<file path="src/design/plid_pkg.sv">
// Package for the positional list: request and status codes, field widths.
// No dependencies; used by positional_list_insert_delete.
package plid_pkg;

   localparam int unsigned VALUE_W  = 32;
   localparam int unsigned POS_W    = 7;
   localparam int unsigned TOTAL_W  = 7;
   localparam int unsigned STATUS_W = 2;

   typedef enum logic {
      OP_INSERT = 1'b0,
      OP_DELETE = 1'b1
   } op_type;

   typedef enum logic [STATUS_W-1:0] {
      STATUS_OK     = 2'd0,
      STATUS_FULL   = 2'd1,
      STATUS_BADPOS = 2'd2,
      STATUS_EMPTY  = 2'd3
   } status_type;

endpackage

</file>
<file path="src/design/positional_list_insert_delete.sv">
// Positional list top level: entry memory with one read and one write port, fill count; uses plid_pkg.
// A request that reads n = count - position + 1 entries steps through ST_SHIFT, ST_LAST and ST_COMMIT;
// errors and appends go straight to ST_COMMIT. In ST_SHIFT the memory read port moves one entry per cycle.
// One request at a time; busy stays high until the response cycle, so no new request is accepted
// before the response to the last one.
// Reset clears the fill count and control; rsp_valid is a one-cycle strobe the receiver cannot stall.
module positional_list_insert_delete #(
   parameter int unsigned LIST_DEPTH = 32
) (
   input  logic                          clock,
   input  logic                          reset,
   input  logic                          start,
   output logic                          busy,
   input  logic                          req_operation,
   input  logic [plid_pkg::POS_W-1:0]    req_position,
   input  logic signed [plid_pkg::VALUE_W-1:0] req_new_value,
   output logic                          rsp_valid,
   output logic [plid_pkg::STATUS_W-1:0] rsp_status,
   output logic signed [plid_pkg::VALUE_W-1:0] rsp_removed_value,
   output logic [plid_pkg::TOTAL_W-1:0]  rsp_entry_total
);
   import plid_pkg::*;

   localparam int unsigned AW = $clog2(LIST_DEPTH);
   localparam int unsigned CW = $clog2(LIST_DEPTH + 1);

   typedef enum logic [1:0] {
      ST_IDLE,
      ST_SHIFT,
      ST_LAST,
      ST_COMMIT
   } state_type;

   state_type            state_ff;
   logic [CW-1:0]        count_ff;
   logic                 op_ff;
   logic                 ok_ff;
   status_type           status_ff;
   logic [VALUE_W-1:0]   value_ff;
   logic [AW-1:0]        ptr_ff;
   logic [AW-1:0]        end_ff;
   logic                 pend_ff;
   logic [AW-1:0]        dst_ff;
   logic                 grab_ff;
   logic [VALUE_W-1:0]   removed_ff;
   logic                 rsp_valid_ff;
   logic [STATUS_W-1:0]  rsp_status_ff;
   logic [VALUE_W-1:0]   rsp_removed_ff;
   logic [TOTAL_W-1:0]   rsp_total_ff;

   logic [VALUE_W-1:0]   mem [LIST_DEPTH];
   logic [VALUE_W-1:0]   rd_data_ff;

   logic                 accept;
   logic [7:0]           pos8;
   logic [7:0]           cnt8;
   status_type           status_in;
   logic                 mem_we;
   logic [AW-1:0]        mem_wa;
   logic [VALUE_W-1:0]   mem_wd;

   assign accept = start && (state_ff == ST_IDLE);
   assign busy   = (state_ff != ST_IDLE);
   assign pos8   = {1'b0, req_position};
   assign cnt8   = 8'(count_ff);

   always_comb begin
      status_in = STATUS_OK;
      if (req_operation == OP_INSERT) begin
         if (cnt8 == 8'(LIST_DEPTH)) status_in = STATUS_FULL;
         else if (pos8 == 8'd0 || pos8 > cnt8 + 8'd1) status_in = STATUS_BADPOS;
      end else begin
         if (cnt8 == 8'd0) status_in = STATUS_EMPTY;
         else if (pos8 == 8'd0 || pos8 > cnt8) status_in = STATUS_BADPOS;
      end
   end

   always_comb begin
      mem_we = 1'b0;
      mem_wa = dst_ff;
      mem_wd = rd_data_ff;
      if (pend_ff) begin
         mem_we = 1'b1;
      end else if (state_ff == ST_COMMIT && ok_ff && op_ff == OP_INSERT) begin
         mem_we = 1'b1;
         mem_wa = end_ff;
         mem_wd = value_ff;
      end
   end

   always_ff @(posedge clock) begin
      if (mem_we) mem[mem_wa] <= mem_wd;
      if (state_ff == ST_SHIFT) rd_data_ff <= mem[ptr_ff];
   end

   always_ff @(posedge clock) begin
      if (reset) begin
         state_ff     <= ST_IDLE;
         count_ff     <= '0;
         pend_ff      <= 1'b0;
         grab_ff      <= 1'b0;
         rsp_valid_ff <= 1'b0;
      end else begin
         rsp_valid_ff <= 1'b0;
         pend_ff      <= 1'b0;
         grab_ff      <= 1'b0;
         if (grab_ff) removed_ff <= rd_data_ff;
         case (state_ff)
            ST_IDLE: begin
               if (accept) begin
                  op_ff      <= req_operation;
                  value_ff   <= req_new_value;
                  status_ff  <= status_in;
                  ok_ff      <= (status_in == STATUS_OK);
                  removed_ff <= '0;
                  end_ff     <= AW'(req_position - POS_W'(1));
                  if (status_in != STATUS_OK) begin
                     state_ff <= ST_COMMIT;
                  end else if (req_operation == OP_INSERT) begin
                     ptr_ff   <= AW'(count_ff - CW'(1));
                     state_ff <= (pos8 <= cnt8) ? ST_SHIFT : ST_COMMIT;
                  end else begin
                     ptr_ff   <= AW'(req_position - POS_W'(1));
                     state_ff <= ST_SHIFT;
                  end
               end
            end
            ST_SHIFT: begin
               if (op_ff == OP_INSERT) begin
                  pend_ff <= 1'b1;
                  dst_ff  <= ptr_ff + AW'(1);
                  ptr_ff  <= ptr_ff - AW'(1);
                  if (ptr_ff == end_ff) state_ff <= ST_LAST;
               end else begin
                  pend_ff <= (ptr_ff != end_ff);
                  grab_ff <= (ptr_ff == end_ff);
                  dst_ff  <= ptr_ff - AW'(1);
                  ptr_ff  <= ptr_ff + AW'(1);
                  if (CW'(ptr_ff) == count_ff - CW'(1)) state_ff <= ST_LAST;
               end
            end
            ST_LAST: begin
               state_ff <= ST_COMMIT;
            end
            ST_COMMIT: begin
               rsp_valid_ff   <= 1'b1;
               rsp_status_ff  <= status_ff;
               rsp_removed_ff <= removed_ff;
               if (!ok_ff) begin
                  rsp_total_ff <= TOTAL_W'(count_ff);
               end else if (op_ff == OP_INSERT) begin
                  count_ff     <= count_ff + CW'(1);
                  rsp_total_ff <= TOTAL_W'(count_ff + CW'(1));
               end else begin
                  count_ff     <= count_ff - CW'(1);
                  rsp_total_ff <= TOTAL_W'(count_ff - CW'(1));
               end
               state_ff <= ST_IDLE;
            end
            default: begin
               state_ff <= ST_IDLE;
            end
         endcase
      end
   end

   assign rsp_valid         = rsp_valid_ff;
   assign rsp_status        = rsp_status_ff;
   assign rsp_removed_value = rsp_removed_ff;
   assign rsp_entry_total   = rsp_total_ff;

   a_rsp_idle: assert property (@(posedge clock) disable iff (reset)
      rsp_valid |-> !busy)
      else $error("response shown while busy");

   a_accept_busy: assert property (@(posedge clock) disable iff (reset)
      (start && !busy) |=> busy)
      else $error("accepted request did not raise busy");

   a_count_bound: assert property (@(posedge clock) disable iff (reset)
      cnt8 <= 8'(LIST_DEPTH))
      else $error("fill count above depth");

   a_no_idle_write: assert property (@(posedge clock) disable iff (reset)
      (state_ff == ST_IDLE) |-> !pend_ff)
      else $error("shift write pending while idle");

endmodule
</file>
<file path="config.mk">
export PLATFORM = sky130hd
export DESIGN_NAME = positional_list_insert_delete
export DESIGN_NICKNAME = d
export VERILOG_FILES = /design/src/design/plid_pkg.sv /design/src/design/positional_list_insert_delete.sv
export SDC_FILE = /design/constraint.sdc
export NUM_CORES = 1
export LEC_CHECK = 0
export BUFFER_PORTS_ARGS = -buffer_cell sky130_fd_sc_hd__buf_2
export CORE_MARGIN = 2
export CORE_UTILIZATION = 55
export DETAILED_ROUTE_END_ITERATION = 8
export HOLD_SLACK_MARGIN = 0.1
export PLACE_DENSITY = 0.69
export SLEW_MARGIN = 20
export SYNTH_ARGS = -nofsm -noshare
export SYNTH_HDL_FRONTEND = slang
export SYNTH_SLANG_ARGS = --single-unit
</file>
<file path="constraint.sdc">
create_clock -name clock -period 3.9 [get_ports clock]
set_input_delay 0.39 -clock clock [delete_from_list [all_inputs] [get_ports clock]]
set_output_delay 0.39 -clock clock [all_outputs]
set_load 0.01 [all_outputs]
</file>
==> impl_metrics.env <==
export IMPL_status="finished, final reports clean"
export IMPL_clockRootBuffer="clkbuf_16"
export IMPL_holdBufCountCts=35
export IMPL_powerDensity_nw_per_um2=589
export IMPL_synthXorXnorAreaFrac_pct=0.700
export IMPL_die_h_um=294
export IMPL_synth_top_family_by_area="multiplexers"
export IMPL_synthDistinctLibCells=52
export IMPL_area_delta_synth_final_pct=15.2
export IMPL_cts_sinks=1191
export IMPL_grt_pass1_vias=23000
export IMPL_period_minus_slack_ps=3400
export IMPL_start_util_pct=55.4
export IMPL_finClkSkew_ps=20.7
export IMPL_maxSlewViolCount=0
export IMPL_critPathLaunchType="flop"
export IMPL_tightest_slew_ps=949
export IMPL_yosysSeqAreaShare_pct=77.0
export IMPL_cp_arrival_ps=3790
export IMPL_syn_num_nets=2162
export IMPL_holdWs_ps=137
export IMPL_drt_pass1_iter_count=5
export IMPL_antenna_found_initial=0
export IMPL_dpl_cell_area_um2=49200
export IMPL_ys_ff_latch=1191
export IMPL_htreeDepth=3
export IMPL_muxShareOfSynthArea_pct=17.2
export IMPL_die_w_um=294
export IMPL_drtIter0Drc=2360
export IMPL_rsz0062_at_grt="no"
export IMPL_setup_violations=0
export IMPL_max_clock_path_buffers=3
export IMPL_yosys_area_share_adder_pct=0.595
export IMPL_clk_latency_ps=690
export IMPL_synth_most_common_cell="edfxtp_1"
export IMPL_tns_ps=0
export IMPL_cts_buffers=114
export IMPL_synth_top_cell_by_area="edfxtp_1"
export IMPL_hold_viol_final=0
export IMPL_syn_inst=2097
export IMPL_fp_row_count=106
export IMPL_irDropWorstVdd_mv=0.389
export IMPL_drv_cap=0
export IMPL_end_kind="flop"
export IMPL_async_reset_ff_share_pct=0
export IMPL_grt_first_pass_wirelength_um=151000
export IMPL_dr_total_vias=22000
export IMPL_grt_use_total_pct=24.2
export IMPL_cts_tree="yes"
export IMPL_yosysTopAreaCellShare_pct=76.5
export IMPL_die_area_um2=86500
export IMPL_port_buffers=85
export IMPL_grt_max_degree=71
export IMPL_finalCritPeriodShare_pct=87.3
export IMPL_yosys_area_share_simple_pct=2.58
export IMPL_post_cts_setup_buffers=0
export IMPL_yosysWarnings=0
export IMPL_crit_fanout=16
export IMPL_n_antenna_cell=0
export IMPL_drive_gt1_share_pct=31.3
export IMPL_critPathKind="flop to flop"
export IMPL_synth_compound_area_share_pct=0.711
export IMPL_hp_class="input port to flop"
export IMPL_via_per_inst=6.26
export IMPL_dp_hpwl_um=59800
export IMPL_fmaxAchievable_mhz=294
export IMPL_grt_overflow=0
export IMPL_drc_errors=0
export IMPL_post_cts_resized=0
export IMPL_final_cell_area_um2=53300
export IMPL_place_gp_congestion=0.835
export IMPL_syn_area_um2=46300
export IMPL_synth_edf_count=1180
export IMPL_clkTransAtPathRegs_ps=60
export IMPL_avgRoutedWirePerCell_um=29.1
export IMPL_nets=2407
export IMPL_core_region_area_um2=83600
export IMPL_totalWireLength_um=102000
export IMPL_drtAntennaViolNets=0
export IMPL_finalPower_mw=31.4
export IMPL_synth_area_leaders="edfxtp_1, mux4_2, nand2_1"
export IMPL_fillCellCount=5407
export IMPL_ys_top_cells_by_count="edfxtp_1, mux4_2, nand2_1"
export IMPL_num_io_pins=86
export IMPL_postSynthAreaPerCell_um2=22.1
export IMPL_synth_main_ff_cell="edfxtp_1"
export IMPL_slew_headroom_pct=36.5
export IMPL_power_leakage_nw=17.1
export IMPL_cp_required_ps=4290
per-stage QoR:
stage	setup slack, ps	util, %	std cells
after floorplan	411	-	2097
after global placement	686	58.9	3271
after detailed placement	607	58.9	3271
after CTS	581	63.8	3511
after global routing	361	63.8	3511
final	495	63.8	3511
worst paths after layout:
kind         depth (start not counted)     startpoint  slack [ps]       endpoint
max                                  7    state_ff[1]         500     mem[11][3]
min                                  1  req_operation         140          op_ff
max reg2reg                          7    state_ff[1]         500     mem[11][3]
min reg2reg                          0   status_ff[0]         430  rsp_status[0]
layout by cell type (no fill, tap or decap), types with 22 or more instances in the layout:
cell type | synthesis | layout
mux2_2 | 33 | 33
dlygate4sd3_1 | 0 | 35
edfxtp_1 | 1180 | 1180
clkinv_2 | 0 | 22
buf_2 | 28 | 85
clkinv_1 | 1 | 24
buf_12 | 0 | 39
xnor2_1 | 27 | 27
nand2_1 | 132 | 132
clkbuf_16 | 0 | 115
mux4_2 | 320 | 320
mux2i_1 | 37 | 37
nor2_1 | 85 | 53
buf_4 | 6 | 79
nor2_4 | 0 | 32
registers in the layout, indices dropped and copies added (netlist names), 6 cells and up:
register           cells
count_ff               6
mem                 1024
rd_data_ff            32
removed_ff            32
rsp_entry_total        7
rsp_removed_value     32
value_ff              32
area by class of cell:
| type | instances | area [um2] | area share, % |
|---|---|---|---|
| flip-flops and latches | 1191 | 35700 | 66.9 |
| multi-input cells | 775 | 10300 | 19.4 |
| clock buffers | 135 | 2980 | 5.59 |
| repair buffers | 238 | 2150 | 4.03 |
| well taps | 1080 | 1350 | 2.53 |
| clock inverters | 70 | 773 | 1.45 |
| inverters | 22 | 82.6 | 0.155 |
kinds of logic after synthesis:
kind of cell / count (synthesis)
mux: 390
fa+ha+maj: 22
xor+xnor: 37
buf+inv: 131
compound gates: 50
simple gates: 276
flops: 1191
critical path, stage by stage, from the launching register on:
cell and delay, ps:
dfxtp_1 390, ha_1 330, nand2_1 280, or3_2 590, mux2i_1 380, nand2_1 320
nor2_4 540, buf_12 240
routing by layer:
| metal | up-vias | global-route usage [%] | part of all wire [%] |
|---|---|---|---|
| li1 | 9188 | - | - |
| met1 | 11800 | 33.8 | 40 |
| met2 | 899 | 40.5 | 51 |
| met3 | 137 | 3.96 | 7.7 |
| met4 | 0 | 6.12 | 1.7 |
| met5 | - | 0 | 0 |
where the power goes:
part,leakage [nW],total [mW],switching [mW],internal (mW)
combinational,4.50,4.41,2.79,1.62
sequential,10.8,16.0,0.283,15.7
clock,1.83,11.0,4.65,6.38
total,17.1,31.4,7.72,23.7
Power figures use the tool's default switching activity.
